<file path="config.mk">
export PLATFORM = sky130hd
export DESIGN_NAME = stereo_halfband_decimator_cascade
export DESIGN_NICKNAME = d
export VERILOG_FILES = /design/src/hbd_pkg.sv /design/src/hbd_ram.sv /design/src/hbd_lane.sv /design/src/hbd_merge.sv /design/src/stereo_halfband_decimator_cascade.sv
export SDC_FILE = /design/constraint.sdc
export NUM_CORES = 2
export LEC_CHECK = 0
export ABC_AREA = 1
export BUFFER_PORTS_ARGS = -buffer_cell sky130_fd_sc_hd__buf_2
export CAP_MARGIN = 20
export CORE_ASPECT_RATIO = 1.5
export CORE_MARGIN = 2
export CORE_UTILIZATION = 32
export CTS_CLUSTER_DIAMETER = 50
export DETAILED_ROUTE_END_ITERATION = 10
export REMOVE_ABC_BUFFERS = 1
export SLEW_MARGIN = 10
export SYNTH_ARGS = -nofsm -noshare
export SYNTH_HDL_FRONTEND = slang
export SYNTH_HIERARCHICAL = 1
export SYNTH_SLANG_ARGS = --single-unit
</file>
<file path="constraint.sdc">
create_clock -name clock -period 6.53 [get_ports clock]
set_clock_uncertainty 0.05 [all_clocks]
set_input_delay 0.3265 -clock clock [delete_from_list [all_inputs] [get_ports clock]]
set_output_delay 0.3265 -clock clock [all_outputs]
set_load 0.01 [all_outputs]
</file>
<file path="src/hbd_pkg.sv">
// ============================================================================
// Half-band decimator package
// Shared widths, sequencing control type, tap tables and rounding functions
// for the stereo half-band decimator cascade.
// ============================================================================
package hbd_pkg;

   // Filter geometry.
   localparam int HBD_TAPS       = 15;
   localparam int HBD_NZ_TAPS    = 7;
   localparam int HBD_MAX_STAGES = 2;

   // Field and datapath widths.
   localparam int PCM_W    = 16;
   localparam int SAMPLE_W = 26;
   localparam int COEF_W   = 18;
   localparam int PROD_W   = SAMPLE_W + COEF_W;
   localparam int ACC_W    = PROD_W + 1;
   localparam int TAP_W    = 3;
   localparam int POS_W    = 4;
   localparam int CFG_W    = 2;

   // Control word from the sequencer to the lanes and the output stage.
   typedef struct packed {
      logic             load_in;
      logic             wr_en;
      logic             rd_en;
      logic [TAP_W-1:0] tap;
      logic             acc_clr;
      logic             load_res;
      logic             out_load;
   } hbd_ctl_type;

   // Delay (in samples) of each nonzero tap, in order of issue.
   function automatic logic [POS_W-1:0] hbd_tap_lag(input logic [TAP_W-1:0] k);
      logic [POS_W-1:0] lag;
      case (k)
         3'd0:    lag = 4'd2;
         3'd1:    lag = 4'd4;
         3'd2:    lag = 4'd6;
         3'd3:    lag = 4'd7;
         3'd4:    lag = 4'd8;
         3'd5:    lag = 4'd10;
         3'd6:    lag = 4'd12;
         default: lag = 4'd0;
      endcase
      return lag;
   endfunction

   // Q1.17 coefficient of each nonzero tap, in order of issue.
   function automatic logic signed [COEF_W-1:0] hbd_coef(input logic [TAP_W-1:0] k);
      logic signed [COEF_W-1:0] c;
      case (k)
         3'd0, 3'd6: c = 18'sd756;
         3'd1, 3'd5: c = -18'sd6386;
         3'd2, 3'd4: c = 18'sd38400;
         3'd3:       c = 18'sd65532;
         default:    c = 18'sd0;
      endcase
      return c;
   endfunction

   // Round a 25-fraction-bit sum half away from zero to 8 fraction bits and
   // saturate it to the 26-bit sample range.
   function automatic logic signed [SAMPLE_W-1:0] hbd_round_stage(
         input logic signed [ACC_W-1:0] acc);
      logic signed [ACC_W-1:0] bias;
      logic signed [ACC_W-1:0] rnd;
      logic signed [ACC_W-18:0] q;
      logic signed [SAMPLE_W-1:0] res;
      // Negative values take one less than half, which rounds ties away.
      bias = acc[ACC_W-1] ? 45'sd65535 : 45'sd65536;
      rnd  = acc + bias;
      q    = rnd[ACC_W-1:17];
      if (q > 28'sd33554431) begin
         res = 26'sd33554431;
      end else if (q < -28'sd33554432) begin
         res = -26'sd33554432;
      end else begin
         res = q[SAMPLE_W-1:0];
      end
      return res;
   endfunction

   // Round an 8-fraction-bit sample half away from zero to an integer and
   // saturate it to the PCM range.
   function automatic logic signed [PCM_W-1:0] hbd_round_pcm(
         input logic signed [SAMPLE_W-1:0] v);
      logic signed [SAMPLE_W:0] bias;
      logic signed [SAMPLE_W:0] rnd;
      logic signed [SAMPLE_W-8:0] q;
      logic signed [PCM_W-1:0] res;
      bias = v[SAMPLE_W-1] ? 27'sd127 : 27'sd128;
      rnd  = {v[SAMPLE_W-1], v} + bias;
      q    = rnd[SAMPLE_W:8];
      if (q > 19'sd32767) begin
         res = 16'sd32767;
      end else if (q < -19'sd32768) begin
         res = -16'sd32768;
      end else begin
         res = q[PCM_W-1:0];
      end
      return res;
   endfunction

endpackage

</file>
<file path="src/hbd_ram.sv">
// ============================================================================
// Generic RAM
// Simple dual-port memory: one write port, one read port with registered
// read data.
// ============================================================================
module hbd_ram #(
   parameter int WIDTH = 26,
   parameter int DEPTH = 30
) (
   input  logic                     clock,
   input  logic                     wr_en,
   input  logic [$clog2(DEPTH)-1:0] wr_addr,
   input  logic [WIDTH-1:0]         wr_data,
   input  logic                     rd_en,
   input  logic [$clog2(DEPTH)-1:0] rd_addr,
   output logic [WIDTH-1:0]         rd_data
);

   logic [WIDTH-1:0] mem_ff [DEPTH];
   logic [WIDTH-1:0] rd_data_ff;

   // Write port.
   always_ff @(posedge clock) begin
      if (wr_en) begin
         mem_ff[wr_addr] <= wr_data;
      end
   end

   // Registered read port.
   always_ff @(posedge clock) begin
      if (rd_en) begin
         rd_data_ff <= mem_ff[rd_addr];
      end
   end

   assign rd_data = rd_data_ff;

endmodule

</file>
<file path="src/hbd_lane.sv">
// ============================================================================
// Half-band decimator lane
// One channel: per-stage sample history, multiply-accumulate over the nonzero
// taps and the running sample that moves from stage to stage.
// ============================================================================
module hbd_lane #(
   parameter int DEPTH = 30
) (
   input  logic                                clock,
   input  logic                                reset,
   input  hbd_pkg::hbd_ctl_type                ctl,
   input  logic [$clog2(DEPTH)-1:0]            wr_addr,
   input  logic [$clog2(DEPTH)-1:0]            rd_addr,
   input  logic signed [hbd_pkg::PCM_W-1:0]    in_sample,
   output logic signed [hbd_pkg::SAMPLE_W-1:0] cur_sample
);
   import hbd_pkg::*;

   localparam int AW = $clog2(DEPTH);

   logic [DEPTH-1:0]           valid_ff;
   logic [SAMPLE_W-1:0]        rd_data;
   logic                       hit_ff;
   logic                       rd_vld_ff;
   logic [TAP_W-1:0]           tap_d_ff;
   logic signed [SAMPLE_W-1:0] tap_sample;
   logic signed [PROD_W-1:0]   prod_ff;
   logic signed [PROD_W-1:0]   prod_in;
   logic                       prod_vld_ff;
   logic signed [ACC_W-1:0]    acc_ff;
   logic signed [ACC_W-1:0]    acc_in;
   logic signed [SAMPLE_W-1:0] cur_ff;
   logic signed [SAMPLE_W-1:0] cur_in;

   // History store for all stages of this channel.
   hbd_ram #(
      .WIDTH(SAMPLE_W),
      .DEPTH(DEPTH)
   ) u_hist (
      .clock   (clock),
      .wr_en   (ctl.wr_en),
      .wr_addr (wr_addr[AW-1:0]),
      .wr_data (cur_ff),
      .rd_en   (ctl.rd_en),
      .rd_addr (rd_addr[AW-1:0]),
      .rd_data (rd_data)
   );

   // Valid bits stand in for the all-zero history after reset.
   always_ff @(posedge clock) begin
      if (reset) begin
         valid_ff    <= '0;
         hit_ff      <= 1'b0;
         rd_vld_ff   <= 1'b0;
         tap_d_ff    <= '0;
         prod_vld_ff <= 1'b0;
      end else begin
         if (ctl.wr_en) begin
            valid_ff[wr_addr] <= 1'b1;
         end
         hit_ff      <= ctl.rd_en & valid_ff[rd_addr];
         rd_vld_ff   <= ctl.rd_en;
         tap_d_ff    <= ctl.tap;
         prod_vld_ff <= rd_vld_ff;
      end
   end

   // Multiply the returned history entry by its coefficient.
   assign tap_sample = hit_ff ? $signed(rd_data) : '0;
   assign prod_in    = tap_sample * hbd_coef(tap_d_ff);

   // Accumulate products, then round into the running sample.
   always_comb begin
      acc_in = acc_ff;
      if (ctl.acc_clr) begin
         acc_in = '0;
      end else if (prod_vld_ff) begin
         acc_in = acc_ff + ACC_W'(prod_ff);
      end

      cur_in = cur_ff;
      if (ctl.load_in) begin
         cur_in = {{(SAMPLE_W - PCM_W - 8){in_sample[PCM_W-1]}}, in_sample, 8'h00};
      end else if (ctl.load_res) begin
         cur_in = hbd_round_stage(acc_ff);
      end
   end

   always_ff @(posedge clock) begin
      prod_ff <= prod_in;
      acc_ff  <= acc_in;
      cur_ff  <= cur_in;
   end

   assign cur_sample = cur_ff;

endmodule

</file>
<file path="src/hbd_merge.sv">
// ============================================================================
// Half-band decimator output stage
// Joins both lanes into one stereo result, rounds to PCM and holds it in the
// output register until the receiver takes it.
// ============================================================================
module hbd_merge (
   input  logic                                clock,
   input  logic                                reset,
   input  hbd_pkg::hbd_ctl_type                ctl,
   input  logic signed [hbd_pkg::SAMPLE_W-1:0] left_cur,
   input  logic signed [hbd_pkg::SAMPLE_W-1:0] right_cur,
   output logic                                out_free,
   output logic                                rsp_tvalid,
   input  logic                                rsp_tready,
   output logic [31:0]                         rsp_tdata
);
   import hbd_pkg::*;

   logic        valid_ff;
   logic [31:0] data_ff;

   // The register can take a new result when empty or emptying this cycle.
   assign out_free = !valid_ff || rsp_tready;

   always_ff @(posedge clock) begin
      if (reset) begin
         valid_ff <= 1'b0;
      end else if (ctl.out_load) begin
         valid_ff <= 1'b1;
      end else if (rsp_tready) begin
         valid_ff <= 1'b0;
      end
   end

   // Left in the low half, right in the high half.
   always_ff @(posedge clock) begin
      if (ctl.out_load) begin
         data_ff <= {hbd_round_pcm(right_cur), hbd_round_pcm(left_cur)};
      end
   end

   assign rsp_tvalid = valid_ff;
   assign rsp_tdata  = data_ff;

endmodule

</file>
<file path="src/stereo_halfband_decimator_cascade.sv">
// ============================================================================
// Stereo half-band decimator cascade
// Passes stereo PCM frames through zero to MAX_STAGES divide-by-two
// half-band FIR stages, one lane per channel.
// ============================================================================
// Usage:
//  - csr_data sets the number of stages in use (values above MAX_STAGES act
//    as MAX_STAGES). Write it only while no frame is in flight.
//  - req_tdata carries one stereo frame per transfer; rsp_tdata carries one
//    decimated frame. With k stages a result comes out for one input frame
//    in 2^k; other frames only update the filter histories.
//  - A frame that goes on through a stage takes one history write, seven tap
//    reads from the history RAM (one read port per lane), a drain through the
//    multiplier and accumulator, and one rounding step; at a stage where it
//    stops, only the history write happens and the block is freed without
//    running later stages. req_tready is high only while the sequencer is idle.
//  - The output register holds one result; the next frame is accepted while
//    it waits, and only delivery of a further result waits on rsp_tready.
//  - Reset clears the stage count, positions, phases and history valid bits,
//    so every history reads as zero until written.
// ============================================================================
module stereo_halfband_decimator_cascade #(
   parameter int MAX_STAGES = hbd_pkg::HBD_MAX_STAGES
) (
   input  logic                      clock,
   input  logic                      reset,
   // Configuration: number of stages in use.
   input  logic                      csr_valid,
   output logic                      csr_ready,
   input  logic [hbd_pkg::CFG_W-1:0] csr_data,
   // Input frames.
   input  logic                      req_tvalid,
   output logic                      req_tready,
   input  logic [31:0]               req_tdata,  // [15:0] left_in, [31:16] right_in
   // Result frames.
   output logic                      rsp_tvalid,
   input  logic                      rsp_tready,
   output logic [31:0]               rsp_tdata   // [15:0] left_out, [31:16] right_out
);
   import hbd_pkg::*;

   localparam int DEPTH = MAX_STAGES * HBD_TAPS;
   localparam int AW    = $clog2(DEPTH);
   localparam int SW    = (MAX_STAGES > 1) ? $clog2(MAX_STAGES) : 1;
   localparam int NW    = $clog2(MAX_STAGES + 1);

   typedef enum logic [2:0] {
      ST_IDLE,
      ST_STAGE,
      ST_RUN,
      ST_DRAIN,
      ST_ROUND,
      ST_EMIT
   } state_type;

   state_type        state_ff, state_in;
   logic [CFG_W-1:0] cfg_ff, cfg_in;
   logic [NW-1:0]    n_ff, n_in;
   logic [SW-1:0]    stage_ff, stage_in;
   logic [TAP_W-1:0] tap_ff, tap_in;
   logic             drain_ff, drain_in;
   logic [POS_W-1:0] pos_ff [MAX_STAGES];
   logic [POS_W-1:0] pos_in [MAX_STAGES];
   logic [MAX_STAGES-1:0] phase_ff, phase_in;

   hbd_ctl_type      ctl;
   logic [NW-1:0]    n_lim;
   logic [POS_W-1:0] pos_cur;
   logic [POS_W-1:0] pos_next;
   logic             stage_last;
   logic [4:0]       lag_diff;
   logic [POS_W-1:0] lag_off;
   logic [AW-1:0]    base_addr;
   logic [AW-1:0]    wr_addr;
   logic [AW-1:0]    rd_addr;
   logic             out_free;
   logic signed [SAMPLE_W-1:0] left_cur;
   logic signed [SAMPLE_W-1:0] right_cur;

   // Configuration is always taken.
   assign csr_ready = 1'b1;

   // Stage count limited to the stages built.
   assign n_lim = ({1'b0, cfg_ff} > (CFG_W + 1)'(MAX_STAGES)) ? NW'(MAX_STAGES)
                                                              : NW'(cfg_ff);

   // History addressing for the current stage.
   assign pos_cur    = pos_ff[stage_ff];
   assign pos_next   = (pos_cur == POS_W'(HBD_TAPS - 1)) ? '0 : pos_cur + 1'b1;
   assign stage_last = (NW'(stage_ff) + NW'(1)) == n_ff;
   assign lag_diff   = {1'b0, pos_cur} + 5'(HBD_TAPS) - {1'b0, hbd_tap_lag(tap_ff)};
   assign lag_off    = (lag_diff >= 5'(HBD_TAPS)) ? 4'(lag_diff - 5'(HBD_TAPS))
                                                  : lag_diff[POS_W-1:0];
   assign base_addr  = AW'(stage_ff) * AW'(HBD_TAPS);
   assign wr_addr    = base_addr + AW'(pos_cur);
   assign rd_addr    = base_addr + AW'(lag_off);

   assign req_tready = (state_ff == ST_IDLE);

   // Sequencer: walks the frame through the stages in use.
   always_comb begin
      state_in = state_ff;
      cfg_in   = csr_valid ? csr_data : cfg_ff;
      n_in     = n_ff;
      stage_in = stage_ff;
      tap_in   = tap_ff;
      drain_in = drain_ff;
      pos_in   = pos_ff;
      phase_in = phase_ff;
      ctl      = '0;

      unique case (state_ff)
         ST_IDLE: begin
            if (req_tvalid) begin
               ctl.load_in = 1'b1;
               stage_in    = '0;
               n_in        = n_lim;
               state_in    = (n_lim == '0) ? ST_EMIT : ST_STAGE;
            end
         end
         ST_STAGE: begin
            // Store the sample; only every second sample goes on.
            ctl.wr_en          = 1'b1;
            phase_in[stage_ff] = ~phase_ff[stage_ff];
            if (!phase_ff[stage_ff]) begin
               pos_in[stage_ff] = pos_next;
               state_in         = ST_IDLE;
            end else begin
               ctl.acc_clr = 1'b1;
               tap_in      = '0;
               state_in    = ST_RUN;
            end
         end
         ST_RUN: begin
            ctl.rd_en = 1'b1;
            ctl.tap   = tap_ff;
            tap_in    = tap_ff + 1'b1;
            if (tap_ff == TAP_W'(HBD_NZ_TAPS - 1)) begin
               drain_in = 1'b0;
               state_in = ST_DRAIN;
            end
         end
         ST_DRAIN: begin
            // Wait for the last product to reach the accumulator.
            drain_in = 1'b1;
            if (drain_ff) begin
               state_in = ST_ROUND;
            end
         end
         ST_ROUND: begin
            ctl.load_res     = 1'b1;
            pos_in[stage_ff] = pos_next;
            if (stage_last) begin
               state_in = ST_EMIT;
            end else begin
               stage_in = stage_ff + 1'b1;
               state_in = ST_STAGE;
            end
         end
         ST_EMIT: begin
            if (out_free) begin
               ctl.out_load = 1'b1;
               state_in     = ST_IDLE;
            end
         end
         default: begin
            state_in = ST_IDLE;
         end
      endcase
   end

   always_ff @(posedge clock) begin
      if (reset) begin
         state_ff <= ST_IDLE;
         cfg_ff   <= '0;
         n_ff     <= '0;
         stage_ff <= '0;
         tap_ff   <= '0;
         drain_ff <= 1'b0;
         phase_ff <= '0;
         for (int i = 0; i < MAX_STAGES; i++) begin
            pos_ff[i] <= '0;
         end
      end else begin
         state_ff <= state_in;
         cfg_ff   <= cfg_in;
         n_ff     <= n_in;
         stage_ff <= stage_in;
         tap_ff   <= tap_in;
         drain_ff <= drain_in;
         phase_ff <= phase_in;
         pos_ff   <= pos_in;
      end
   end

   // One lane per channel.
   hbd_lane #(
      .DEPTH(DEPTH)
   ) u_lane_left (
      .clock      (clock),
      .reset      (reset),
      .ctl        (ctl),
      .wr_addr    (wr_addr),
      .rd_addr    (rd_addr),
      .in_sample  ($signed(req_tdata[15:0])),
      .cur_sample (left_cur)
   );

   hbd_lane #(
      .DEPTH(DEPTH)
   ) u_lane_right (
      .clock      (clock),
      .reset      (reset),
      .ctl        (ctl),
      .wr_addr    (wr_addr),
      .rd_addr    (rd_addr),
      .in_sample  ($signed(req_tdata[31:16])),
      .cur_sample (right_cur)
   );

   // Rounding and output register.
   hbd_merge u_merge (
      .clock      (clock),
      .reset      (reset),
      .ctl        (ctl),
      .left_cur   (left_cur),
      .right_cur  (right_cur),
      .out_free   (out_free),
      .rsp_tvalid (rsp_tvalid),
      .rsp_tready (rsp_tready),
      .rsp_tdata  (rsp_tdata)
   );

endmodule

</file>
==> results by group <==
Run status
  • Status: finished, final reports clean

Clock tree
  • Clock slew at the register clock pins of the worst setup and hold paths: 60 ps
  • Maximum clock path buffer count: 4
  • Worst-Skew Late Latency: 910 ps
  • CTS Buf Count: 217
  • Clock Sink Count: 1965
  • Clk root buf: clkbuf_16
  • CTS tree: done
  • Htree depth: 4

Final layout
  • Area grow syn2layout: 13.9%
  • Commonest cells after routing, fill and taps aside: nand2_1, inv_1, edfxtp_1
  • Share of cells above drive strength 1: 9.13%
  • Final core occ: 36.6%
  • Commonest non-fill, non-tap cell in the layout: nand2_1
  • FF+latch area: 56200 um2
  • Non-Filler Instances: 19287
  • Fillers: 38724
  • Final Net Count: 15338
  • Multi-input gate area in the final layout: 57300 um2

Synthesis
  • Mean Syn Cell Area: 9.04 um2
  • Post-synth EDFFs: 1680
  • Post-synth ARST share: 0%
  • Syn Inst Count: 13635
  • Synth cell types: 66
  • Yosys warns: 6
  • Post-synth top flop: edfxtp_1
  • Synth Register Bits: 1965
  • Cell area after synthesis: 123000 um2
  • Sequential-to-total area share from yosys stat: 45.6%

Timing
  • Fin crit share: 97.3%
  • Crit path time final: 6360 ps
  • Final Setup Violations: 0
  • Final number of hold-violating endpoints: 0
  • RSZ-0062 raised after global routing: true
  • Worst slew margin: 23.4%
  • Worst-Margin Slew: 1150 ps
  • Peak Freq: 157 MHz
  • Fin Hold WS: 145 ps
  • Fin. max-slew vios: 0
  • Final WS setup: 174 ps

Global routing
  • Vias in the first global route: 94704
  • Gr ovfl total: 0
  • Global-route wire length before repair: 582000 um
  • Largest net degree at the start of global routing: 136
  • Antenna violations before repair: 6
  • Total track usage: 19.6%

Setup path
  • Largest fanout on the critical path: 6
  • Critical path's largest stage delay: 640 ps
  • WS Path Type: flop to flop
  • CP top delay family: adder cells
  • CP Data Required Time: 7170 ps
  • Critical Path AT: 7000 ps
  • Cell type of the slowest stage on the worst timing path: fa_1
  • CP Launch Type: flop
  • CP endpoint kind: flop
  • CP bufs+invs: 6
  • Cell mode on critical path: fa_1

Flow run
  • MaxCap Viol Count: 0

Placement
  • Hpwl dp: 283000 um
  • Inst Count DP: 18820
  • Routability cong.: 0.993
  • Worst slack, placed: -53.9 ps
  • PortBufs: 72

Routing
  • Via density: 4.86
  • Number of DRC markers in iteration 0: 6861
  • WL per Instance: 20.4 um
  • DRC Markers: 0
  • First drt pass iteration count: 6
  • Total Wirelength: 393000 um
  • Total number of vias: 93720
  • Routed Antenna Nets: 0

Floorplan
  • Core ar.: 384000 um2
  • # rows: 279
  • Starting Density: 32.1%
  • Die Y: 764 um
  • Die width: 511 um
  • Top-level port count: 74
  • Die area: 390000 um2

Min path
  • Hold Path Class: input port to flop
==> synthesized netlist by cell type, drive strengths merged (15+ instances only) <==
master	count	share of area, %
nor2	1095	3.4
nand4	69	0.36
o21ai	306	1.3
fa	782	13
nand3	1459	6.0
dfxtp	285	4.6
ha	474	4.8
inv	2127	6.5
xnor2	36	0.26
xor2	146	1.0
nor4	15	0.076
o21bai	71	0.44
edfxtp	1680	41
a21oi	396	1.6
a31oi	27	0.14
nor3	79	0.37
clkbuf	96	0.29
buf	342	2.0
nand2	4025	12
a21o	32	0.19
==> layer usage <==
layer	GRT usage [%]	up-vias	part of all wire, %
met5	0	-	0.0033
met3	1.85	942	4.5
met2	35.7	2873	51
li1	-	44481	-
met4	11.3	2	6.5
met1	22.4	45422	38
==> cell type report <==
type                            count  share of cell area (%)
Antenna cell                       12                  0.0214
Clock buffer                      260                    4.02
Clock inverter                    133                   0.932
Inverter                         2133                    5.75
Multi-Input combinational cell   9099                    40.8
Sequential cell                  1965                    40.0
Tap cell                         5058                    4.51
Timing Repair Buffer              626                    4.01
Timing Repair inverter              1                 0.00356
==> worst min-delay path, cell delays in order <==
cell,delay (ps)
dlygate4sd3_1,520
buf_2,100
nand2_1,50
nand2_1,60
==> registers in the layout (all words and copies together), names as in the netlist, 8 cells and up <==
signal	flops
u_lane_left/u_hist/mem_ff	780
u_lane_right/u_hist/mem_ff	780
u_merge/rsp_tdata	32
u_lane_left/cur_sample	26
u_lane_right/acc_ff	44
u_lane_right/u_hist/rd_data	26
u_lane_right/valid_ff	30
u_lane_right/cur_sample	26
pos_ff	8
u_lane_left/u_hist/rd_data	26
u_lane_right/prod_ff	43
u_lane_left/prod_ff	43
u_lane_left/valid_ff	30
u_lane_left/acc_ff	44
==> per-stage QoR <==
stage	TNS (ps)	area, um2
3_5_place_dp	-253	132000
5_1_grt	-436	140000
4_1_cts	0	139000
2_1_floorplan	-801000	120000
3_3_place_gp	-74.2	132000
6_report	0	140000
==> kinds of logic after synthesis <==
logic type,synth area share [%]
XOR/XNOR,1.29
adder cells (fa/ha/maj),17.5
flip-flops,45.6
other,0.00304
buffers and inverters,8.85
AND/OR/NAND/NOR,22.8
AO/OA/AOI/OAI,3.99
==> path summary, 6_finish.rpt <==
check / from / end / slack [ps] / cells past startpoint
setup / recovery: u_lane_left/tap_d_ff[2] / u_lane_left/prod_ff[40] / 170 / 25
setup reg to reg: u_lane_left/tap_d_ff[2] / u_lane_left/prod_ff[40] / 170 / 25
hold reg to reg: u_lane_left/rd_vld_ff / u_lane_left/prod_vld_ff / 370 / 2
hold / removal: req_tdata[30] / u_lane_right/cur_sample[22] / 140 / 4
==> repair_timing <==
item                       in CTS  in global routing
setup buffers                   1                  7
resized for setup               0                202
hold buffers                   39                  0
pin swaps                       1                  8
setup endpoints to repair       6                 56
gates cloned                    0                  6
hold endpoints to repair       72                  0
Power is left out: the tool's default activity adds up to more than one toggle a clock period on the data nets, which glitch-free logic cannot reach.
